File: src/mandelbrot_orbit_trap_point_macros.svh
// ----------------------------------------------------------------------------
// Mandelbrot orbit trap point - assertion macros
// Concurrent assertion helpers, compiled out when SYNTH is defined.
// ----------------------------------------------------------------------------
`ifndef MANDELBROT_ORBIT_TRAP_POINT_MACROS_SVH
`define MANDELBROT_ORBIT_TRAP_POINT_MACROS_SVH

`ifndef SYNTH
`define MOTP_ASSERT_IMP(name, clk, rst, ante, cons) \
   name: assert property (@(posedge clk) disable iff (rst) (ante) |-> (cons)) \
      else $error("assertion failed");
`define MOTP_ASSERT_NXT(name, clk, rst, ante, cons) \
   name: assert property (@(posedge clk) disable iff (rst) (ante) |=> (cons)) \
      else $error("assertion failed");
`else
`define MOTP_ASSERT_IMP(name, clk, rst, ante, cons)
`define MOTP_ASSERT_NXT(name, clk, rst, ante, cons)
`endif

`endif

File: src/motp_pkg.sv
// ----------------------------------------------------------------------------
// Mandelbrot orbit trap point - package
// Widths, fixed-point constants and the sequencer state type.
// ----------------------------------------------------------------------------
package motp_pkg;

   localparam int COORD_W    = 32;
   localparam int FRAC_BITS  = 28;
   localparam int PROD_W     = 2 * COORD_W;
   localparam int SQ_W       = PROD_W - FRAC_BITS;   // scaled product
   localparam int MAG_W      = SQ_W + 1;
   localparam int ACC_W      = SQ_W + 2;
   localparam int CNT_W      = 13;
   localparam int RAD_W      = 28;

   localparam logic [CNT_W-1:0] ITER_LIMIT = CNT_W'(4096);
   localparam logic [CNT_W-1:0] MIN_ITERS  = CNT_W'(32);
   localparam logic [CNT_W-1:0] ITER_RESET = CNT_W'(32);

   localparam logic signed [MAG_W-1:0] MAG_ONE  = MAG_W'(1) << FRAC_BITS;
   localparam logic signed [MAG_W-1:0] MAG_FOUR = MAG_W'(4) << FRAC_BITS;

   localparam logic signed [ACC_W-1:0] SAT_HI = ACC_W'(64'sd2147483647);
   localparam logic signed [ACC_W-1:0] SAT_LO = -(ACC_W'(64'sd2147483648));

   localparam int REQ_DATA_W = 2 * COORD_W;
   localparam int RSP_DATA_W = 112;

   typedef enum logic [2:0] {
      ST_IDLE,
      ST_SQ_RE,
      ST_SQ_IM,
      ST_CROSS,
      ST_UPDATE,
      ST_FINISH
   } state_type;

endpackage

File: src/motp_mul.sv
// ----------------------------------------------------------------------------
// Mandelbrot orbit trap point - shared multiplier
// Registered signed 32x32 product, rescaled by floor shift of FRAC_BITS.
// ----------------------------------------------------------------------------
module motp_mul (
   input  logic                                 clock,
   input  logic signed [motp_pkg::COORD_W-1:0]  op_a,
   input  logic signed [motp_pkg::COORD_W-1:0]  op_b,
   output logic signed [motp_pkg::SQ_W-1:0]     prod_q
);
   import motp_pkg::*;

   logic signed [PROD_W-1:0] product;
   logic signed [SQ_W-1:0]   prod_ff;
   logic signed [SQ_W-1:0]   prod_in;

   assign product = PROD_W'(op_a) * PROD_W'(op_b);
   assign prod_in = product[PROD_W-1:FRAC_BITS];

   always_ff @(posedge clock) begin
      prod_ff <= prod_in;
   end

   assign prod_q = prod_ff;

endmodule

File: src/mandelbrot_orbit_trap_point.sv
// ----------------------------------------------------------------------------
// Mandelbrot orbit trap point
// Escape-time iteration of one Q4.28 point with a unit-circle orbit trap.
// ----------------------------------------------------------------------------
// One point is taken when req_tready is high; the block then works on it
// alone. Each iteration uses the single registered 32x32 multiplier three
// times (re^2, im^2, re*im) and then updates z, stepping through ST_SQ_RE,
// ST_SQ_IM, ST_CROSS and ST_UPDATE. It runs n iterations (escape_count + 1
// on escape, else the clamped bound of 32..4096); rsp_tvalid rises and
// req_tready returns in the same cycle, so no new point is taken while
// one is in work. A finished word waits in the output register while the
// next point is accepted; a newer result is held until that register
// frees up. csr_wr_data writes the iteration cap (clamped to 32..4096
// when used).
// ----------------------------------------------------------------------------
`include "mandelbrot_orbit_trap_point_macros.svh"

module mandelbrot_orbit_trap_point (
   input  logic                                  clock,
   input  logic                                  reset,
   input  logic                                  csr_wr_en,
   input  logic [motp_pkg::CNT_W-1:0]            csr_wr_data,
   input  logic                                  req_tvalid,
   output logic                                  req_tready,
   // point_re [31:0], point_im [63:32]
   input  logic [motp_pkg::REQ_DATA_W-1:0]       req_tdata,
   output logic                                  rsp_tvalid,
   input  logic                                  rsp_tready,
   // escape_count [12:0], trap_radius_sq [40:13], trap_re [72:41],
   // trap_im [104:73], zero [111:105]
   output logic [motp_pkg::RSP_DATA_W-1:0]       rsp_tdata,
   // trapped [0]
   output logic                                  rsp_tuser
);
   import motp_pkg::*;

   state_type state_ff, state_in;

   logic [CNT_W-1:0]          iter_cap_ff;
   logic [CNT_W-1:0]          bound;
   logic [CNT_W-1:0]          iter_ff;

   logic signed [COORD_W-1:0] cr_ff, ci_ff, zr_ff, zi_ff;
   logic signed [SQ_W-1:0]    rsq_ff, isq_ff;
   logic                      hit_ff;
   logic [RAD_W-1:0]          rad_ff;
   logic signed [COORD_W-1:0] tre_ff, tim_ff;

   logic                      out_valid_ff;
   logic [CNT_W-1:0]          out_count_ff;
   logic                      out_hit_ff;
   logic [RAD_W-1:0]          out_rad_ff;
   logic signed [COORD_W-1:0] out_re_ff, out_im_ff;

   logic signed [COORD_W-1:0] mul_a, mul_b;
   logic signed [SQ_W-1:0]    mul_q;

   logic signed [MAG_W-1:0]   mag;
   logic signed [ACC_W-1:0]   re_sum, im_sum;
   logic signed [COORD_W-1:0] zr_new, zi_new;
   logic                      trap_now, escape_now, last_iter;
   logic                      req_fire, out_free;

   motp_mul u_mul (
      .clock  (clock),
      .op_a   (mul_a),
      .op_b   (mul_b),
      .prod_q (mul_q)
   );

   always_comb begin
      priority if (iter_cap_ff > ITER_LIMIT) begin
         bound = ITER_LIMIT;
      end else if (iter_cap_ff < MIN_ITERS) begin
         bound = MIN_ITERS;
      end else begin
         bound = iter_cap_ff;
      end
   end

   // update datapath: mul_q holds the cross product in ST_UPDATE
   assign mag    = MAG_W'(rsq_ff) + MAG_W'(isq_ff);
   assign re_sum = ACC_W'(rsq_ff) - ACC_W'(isq_ff) + ACC_W'(cr_ff);
   assign im_sum = ACC_W'(mul_q) + ACC_W'(mul_q) + ACC_W'(ci_ff);

   always_comb begin
      priority if (re_sum > SAT_HI) begin
         zr_new = SAT_HI[COORD_W-1:0];
      end else if (re_sum < SAT_LO) begin
         zr_new = SAT_LO[COORD_W-1:0];
      end else begin
         zr_new = re_sum[COORD_W-1:0];
      end
      priority if (im_sum > SAT_HI) begin
         zi_new = SAT_HI[COORD_W-1:0];
      end else if (im_sum < SAT_LO) begin
         zi_new = SAT_LO[COORD_W-1:0];
      end else begin
         zi_new = im_sum[COORD_W-1:0];
      end
   end

   assign trap_now   = mag < MAG_ONE;
   assign escape_now = !trap_now && (mag > MAG_FOUR);
   assign last_iter  = (iter_ff + CNT_W'(1)) == bound;
   assign out_free   = !out_valid_ff || rsp_tready;
   assign req_fire   = req_tvalid && req_tready;

   // next state
   always_comb begin
      state_in = state_ff;
      unique case (state_ff)
         ST_IDLE: begin
            if (req_tvalid) begin
               state_in = ST_SQ_RE;
            end
         end
         ST_SQ_RE:  state_in = ST_SQ_IM;
         ST_SQ_IM:  state_in = ST_CROSS;
         ST_CROSS:  state_in = ST_UPDATE;
         ST_UPDATE: begin
            if (escape_now || last_iter) begin
               state_in = ST_FINISH;
            end else begin
               state_in = ST_SQ_RE;
            end
         end
         ST_FINISH: begin
            if (out_free) begin
               state_in = ST_IDLE;
            end
         end
         default:   state_in = ST_IDLE;
      endcase
   end

   // outputs of the sequencer
   always_comb begin
      req_tready = 1'b0;
      mul_a      = zr_ff;
      mul_b      = zr_ff;
      unique case (state_ff)
         ST_IDLE:  req_tready = 1'b1;
         ST_SQ_IM: begin
            mul_a = zi_ff;
            mul_b = zi_ff;
         end
         ST_CROSS: begin
            mul_a = zr_ff;
            mul_b = zi_ff;
         end
         default: begin
            mul_a = zr_ff;
            mul_b = zr_ff;
         end
      endcase
   end

   always_ff @(posedge clock) begin
      if (reset) begin
         state_ff     <= ST_IDLE;
         iter_cap_ff  <= ITER_RESET;
         out_valid_ff <= 1'b0;
      end else begin
         state_ff <= state_in;
         if (csr_wr_en) begin
            iter_cap_ff <= csr_wr_data;
         end
         if (state_ff == ST_FINISH && out_free) begin
            out_valid_ff <= 1'b1;
         end else if (rsp_tready) begin
            out_valid_ff <= 1'b0;
         end
      end
   end

   always_ff @(posedge clock) begin
      if (req_fire) begin
         cr_ff   <= req_tdata[COORD_W-1:0];
         ci_ff   <= req_tdata[2*COORD_W-1:COORD_W];
         zr_ff   <= req_tdata[COORD_W-1:0];
         zi_ff   <= req_tdata[2*COORD_W-1:COORD_W];
         iter_ff <= '0;
         hit_ff  <= 1'b0;
         rad_ff  <= '0;
         tre_ff  <= '0;
         tim_ff  <= '0;
      end
      if (state_ff == ST_SQ_IM) begin
         rsq_ff <= mul_q;
      end
      if (state_ff == ST_CROSS) begin
         isq_ff <= mul_q;
      end
      if (state_ff == ST_UPDATE) begin
         zr_ff <= zr_new;
         zi_ff <= zi_new;
         if (trap_now) begin
            hit_ff <= 1'b1;
            rad_ff <= mag[RAD_W-1:0];
            tre_ff <= zr_new;
            tim_ff <= zi_new;
         end
         if (!escape_now) begin
            iter_ff <= iter_ff + CNT_W'(1);
         end
      end
      if (state_ff == ST_FINISH && out_free) begin
         out_count_ff <= iter_ff;
         out_hit_ff   <= hit_ff;
         out_rad_ff   <= rad_ff;
         out_re_ff    <= tre_ff;
         out_im_ff    <= tim_ff;
      end
   end

   assign rsp_tvalid = out_valid_ff;
   assign rsp_tuser  = out_hit_ff;
   assign rsp_tdata  = {(RSP_DATA_W - CNT_W - RAD_W - 2*COORD_W)'(0),
                        out_im_ff, out_re_ff, out_rad_ff, out_count_ff};

   `MOTP_ASSERT_IMP(a_busy_not_ready, clock, reset, state_ff != ST_IDLE, !req_tready)
   `MOTP_ASSERT_IMP(a_iter_in_bound, clock, reset,
                    state_ff != ST_IDLE && state_ff != ST_FINISH, iter_ff < bound)
   `MOTP_ASSERT_IMP(a_count_in_bound, clock, reset, out_valid_ff, out_count_ff <= bound)
   `MOTP_ASSERT_IMP(a_untrapped_zero, clock, reset, out_valid_ff && !out_hit_ff,
                    out_rad_ff == '0 && out_re_ff == '0 && out_im_ff == '0)
   `MOTP_ASSERT_NXT(a_update_to_finish, clock, reset,
                    state_ff == ST_UPDATE && last_iter, state_ff == ST_FINISH)

endmodule

File: config.mk
export PLATFORM = sky130hd
export DESIGN_NAME = mandelbrot_orbit_trap_point
export DESIGN_NICKNAME = d
export VERILOG_FILES = /design/src/motp_pkg.sv /design/src/motp_mul.sv /design/src/mandelbrot_orbit_trap_point.sv
export VERILOG_INCLUDE_DIRS = /design/src /design/src/src
export SDC_FILE = /design/constraint.sdc
export NUM_CORES = 2
export LEC_CHECK = 0
export ABC_AREA = 1
export ABC_CLOCK_PERIOD_IN_PS = 14800
export BUFFER_PORTS_ARGS = -buffer_cell sky130_fd_sc_hd__buf_2
export CAP_MARGIN = 5
export CORE_MARGIN = 2
export CORE_UTILIZATION = 50
export CTS_BUF_LIST = sky130_fd_sc_hd__clkbuf_8
export CTS_CLUSTER_SIZE = 14
export DETAILED_ROUTE_END_ITERATION = 12
export PLACE_DENSITY = 0.66
export SYNTH_ARGS = -nofsm -noshare
export SYNTH_HDL_FRONTEND = slang
export SYNTH_HIERARCHICAL = 1
export SYNTH_SLANG_ARGS = --single-unit
File: constraint.sdc
create_clock -name clock -period 14.8 [get_ports clock]
set_input_delay 1.48 -clock clock [delete_from_list [all_inputs] [get_ports clock]]
set_output_delay 1.48 -clock clock [all_outputs]
set_load 0.01 [all_outputs]
==> flow_results.xml <==
<?xml version="1.0" encoding="UTF-8"?>
<metrics>
  <group name="finish">
    <metric name="most-common-layout-cells" unit="">nand2_1 (2290), inv_1 (2010), fa_1 (1119), nor2_1 (354), edfxtp_1 (306)</metric>
    <metric name="final_nets" unit="">9401</metric>
    <metric name="area.growth.synth_to_final" unit="%">7.13</metric>
    <metric name="layout_cells_sized_above_1" unit="">0.0697</metric>
    <metric name="mostFrequentLayoutCell" unit="">nand2_1</metric>
  </group>
  <group name="critical_path">
    <metric name="required" unit="ns">15.39</metric>
    <metric name="slowest_delay" unit="ns">0.84</metric>
    <metric name="path_class" unit="">reg -&gt; reg</metric>
    <metric name="crit_path_top_delay_cell" unit="">fa_1</metric>
    <metric name="endpoint_kind" unit="">flip-flop</metric>
    <metric name="start_kind" unit="">flip-flop</metric>
    <metric name="setup.reg_to_reg.worst_slack" unit="ns">5.19</metric>
    <metric name="critical_path.reg2reg.startpoint" unit="">state_ff[2]</metric>
    <metric name="reg2reg_to" unit="">u_mul/prod_q[35]</metric>
    <metric name="r2r_cells" unit="">34</metric>
    <metric name="critPathArrivalTime" unit="ns">10.20</metric>
    <metric name="crit_path_frequent_cell" unit="">inv_1</metric>
    <metric name="cp_max_fo" unit="">64</metric>
  </group>
  <group name="detailed_routing">
    <metric name="routedWlPerCell" unit="µm">19.8</metric>
    <metric name="vias" unit="">49800</metric>
    <metric name="detail_route.first_pass.iterations" unit="">7</metric>
    <metric name="routed_wirelength" unit="µm">190000</metric>
    <metric name="first_iter_violations" unit="">3744</metric>
    <metric name="avgViaCountPerCell" unit="">5.16</metric>
    <metric name="ant_nets" unit="">0</metric>
    <metric name="drc_errors" unit="">0</metric>
  </group>
  <group name="die">
    <metric name="design.core.area" unit="µm²">126000</metric>
    <metric name="boundaryPins" unit="">197</metric>
    <metric name="total_die_area" unit="µm²">129000</metric>
    <metric name="die_h" unit="µm">359</metric>
    <metric name="die_w" unit="µm">359</metric>
    <metric name="floorplan.initialDensity" unit="">0.503</metric>
    <metric name="floorplan.rows" unit="">130</metric>
  </group>
  <group name="clock_tree">
    <metric name="cts_setup_buffers" unit="">0</metric>
    <metric name="clk_transition_reported_paths" unit="ns">0.06</metric>
    <metric name="number_of_gates_given_a_new_drive_strength_after_cts" unit="">0</metric>
    <metric name="cts_root_buf" unit="">clkbuf_8</metric>
    <metric name="cts_tree" unit="">done</metric>
    <metric name="numCtsBuffers" unit="">82</metric>
    <metric name="cts.hold.buffers_added" unit="">0</metric>
    <metric name="cts-htree-levels" unit="">3</metric>
    <metric name="clock_tree.buffer_depth" unit="">3</metric>
    <metric name="numClockSinks" unit="">465</metric>
    <metric name="clkLatencyLatePin" unit="ns">0.72</metric>
  </group>
  <group name="sta">
    <metric name="timing.max_slew.rel_slack" unit="">0.367</metric>
    <metric name="tightestPinTransition" unit="ns">0.950</metric>
    <metric name="finalSetupViolations" unit="">0</metric>
    <metric name="final-max-slew-violation-count" unit="">0</metric>
    <metric name="layout_worst_path_cycle_share" unit="">0.650</metric>
    <metric name="final.hold.worst_slack" unit="ns">0.420</metric>
    <metric name="final-hold-violation-count" unit="">0</metric>
    <metric name="setup_total_negative_slack" unit="ns">0</metric>
    <metric name="unrepaired_setup_endpoints_after_global_routing" unit="">false</metric>
    <metric name="fin_worst_skew" unit="ns">0.0408</metric>
    <metric name="timing.fmax" unit="MHz">104</metric>
    <metric name="final.min_clock_period" unit="ns">9.61</metric>
  </group>
  <group name="worst_hold_path">
    <metric name="holdCritPathClass" unit="">reg -&gt; reg</metric>
    <metric name="worst_hold_path_ep" unit="">out_im_ff[8]</metric>
    <metric name="min_path_cells" unit="">0</metric>
    <metric name="timing.hold.worst.start" unit="">tim_ff[8]</metric>
  </group>
  <group name="synth">
    <metric name="synthMuxAreaShare" unit="">0</metric>
    <metric name="synthDominantCellAreaShare" unit="">0.355</metric>
    <metric name="synth_top_family_by_area" unit="">adder cells</metric>
    <metric name="compound_gate_fraction_of_synth_area" unit="">0.0459</metric>
    <metric name="async_reset_ff_frac" unit="">0</metric>
    <metric name="synth_area" unit="µm²">63200</metric>
    <metric name="synthAdderAreaFrac" unit="">0.412</metric>
    <metric name="synth.lib_cells_used.distinct" unit="">55</metric>
    <metric name="synth_seq_cells" unit="">465</metric>
    <metric name="netlist_top_cells_area" unit="">fa_1 (35%), edfxtp_1 (15%), nand2_1 (14%)</metric>
    <metric name="yosysWarningCount" unit="">6</metric>
    <metric name="synthFlopType" unit="">edfxtp_1</metric>
    <metric name="synth_xor_xnor_area_share" unit="">0.0168</metric>
    <metric name="synth-simple-area-share" unit="">0.193</metric>
    <metric name="syn_avg_cell_area" unit="µm²">8.08</metric>
    <metric name="synthesis.instances" unit="">7818</metric>
    <metric name="netlist.top_cell.by_area" unit="">fa_1</metric>
    <metric name="synth-edff-count" unit="">306</metric>
    <metric name="synth.yosys.seq_area_share" unit="">0.196</metric>
  </group>
  <group name="global_routing">
    <metric name="pin_count_of_the_biggest_net_entering_global_routing" unit="">71</metric>
    <metric name="initial_antenna_violation_count" unit="">9</metric>
    <metric name="groute.usage.overall" unit="">0.302</metric>
    <metric name="globalRouteOverflowTotal" unit="">0</metric>
    <metric name="via_count_of_the_first_global_routing_pass" unit="">51900</metric>
    <metric name="grt_pass1_wl" unit="µm">300000</metric>
  </group>
  <group name="status">
    <metric name="status" unit="">completed</metric>
  </group>
  <group name="placed_design">
    <metric name="gp_congestion" unit="">0.981</metric>
    <metric name="dpl.hpwl" unit="µm">155000</metric>
    <metric name="buffers_added_on_ports" unit="">189</metric>
  </group>
  <group name="job">
    <metric name="drv_cap" unit="">0</metric>
  </group>
</metrics>
## flip-flops by register name, indices dropped and copies added, names as in the netlist
name / count
ci_ff: 32
cr_ff: 32
hit_ff: 1
isq_ff: 36
iter_cap_ff: 13
iter_ff: 13
out_count_ff: 13
out_im_ff: 32
out_rad_ff: 28
out_re_ff: 32
rad_ff: 28
rsp_tuser: 1
rsp_tvalid: 1
rsq_ff: 36
state_ff: 3
tim_ff: 32
tre_ff: 32
u_mul/prod_q: 36
zi_ff: 32
zr_ff: 32
## synth_stat cells (6+ instances only)
cell and count:
xor2_1 74, nor4_1 11, buf_6 11, edfxtp_1 306, nor3_1 23, nand2_1 2291
xnor2_1 47, inv_2 10, a21o_1 16, buf_1 10, buf_2 15, o21ai_2 6
nand2_2 15, or2_2 8, a21boi_0 7, nand3b_1 11, inv_1 1980, fa_1 1119
buf_4 13, nand3_1 218, nor2_2 22, o21a_1 9, nor2_1 356, o21ai_1 11
dfxtp_1 159, clkbuf_1 222, a21oi_1 226, nand3_2 25, o21bai_1 19, nand4_1 29
ha_1 291, o21ai_0 207, a31oi_1 10
## metrics by stage
stage	area, µm²	worst slack [ns]	std cells	util
after floorplan	63200	2.46	7824	-
after global placement	65900	5.30	9474	0.525
after detailed placement	65900	5.26	9474	0.525
after CTS	67600	5.19	9627	0.539
after global routing	67700	4.53	9629	0.539
final	67700	5.19	9638	0.539
## cells by family after synthesis
family | after synthesis
AND/OR/NAND/NOR | 3028
buffers and inverters | 2262
adder cells (fa/ha/maj) | 1410
AO/OA/AOI/OAI | 531
flip-flops | 465
XOR/XNOR | 121
other | 1
## layout make-up
cell class | instances | area (µm²)
clock buffers | 93 | 1280
clock inverters | 60 | 410
inverters | 1991 | 7480
well taps | 1650 | 2060
flip-flops and latches | 465 | 12400
repair buffers | 272 | 1590
diodes | 10 | 25.0
fillers | 11900 | 57900
multi-input cells | 5097 | 42500
## critical path: cells and delay by family, from the launching register on
family / cells / cell delay [ns]
adder cells (fa/ha/maj): 9 / 4.63
AO/OA/AOI/OAI: 5 / 0.92
flip-flops: 1 / 0.38
AND/OR/NAND/NOR: 9 / 1.17
buffers and inverters: 11 / 2.36
## layer usage
metal,routed length [µm],vias up,GRT usage,share of wire
met5,0,-,0,0
met4,4060,0,0.0718,0.021
met3,14600,231,0.0503,0.076
met2,91600,1745,0.507,0.48
met1,80200,24700,0.409,0.42
li1,-,23100,-,-
## worst max-delay path by stage
stage | from | to | slack, ns | cells after the start
floorplan | rsp_tready | out_count_ff[0] | 2.46 | 2
global placement | state_ff[2] | u_mul/prod_q[35] | 5.30 | 34
detailed placement | state_ff[2] | u_mul/prod_q[35] | 5.26 | 34
CTS | state_ff[2] | u_mul/prod_q[29] | 5.19 | 33
global route | state_ff[2] | u_mul/prod_q[29] | 4.53 | 33
finish | state_ff[2] | u_mul/prod_q[35] | 5.19 | 34
Power is left out: the tool's default activity adds up to more than one toggle a clock period on the data nets, which glitch-free logic cannot reach.
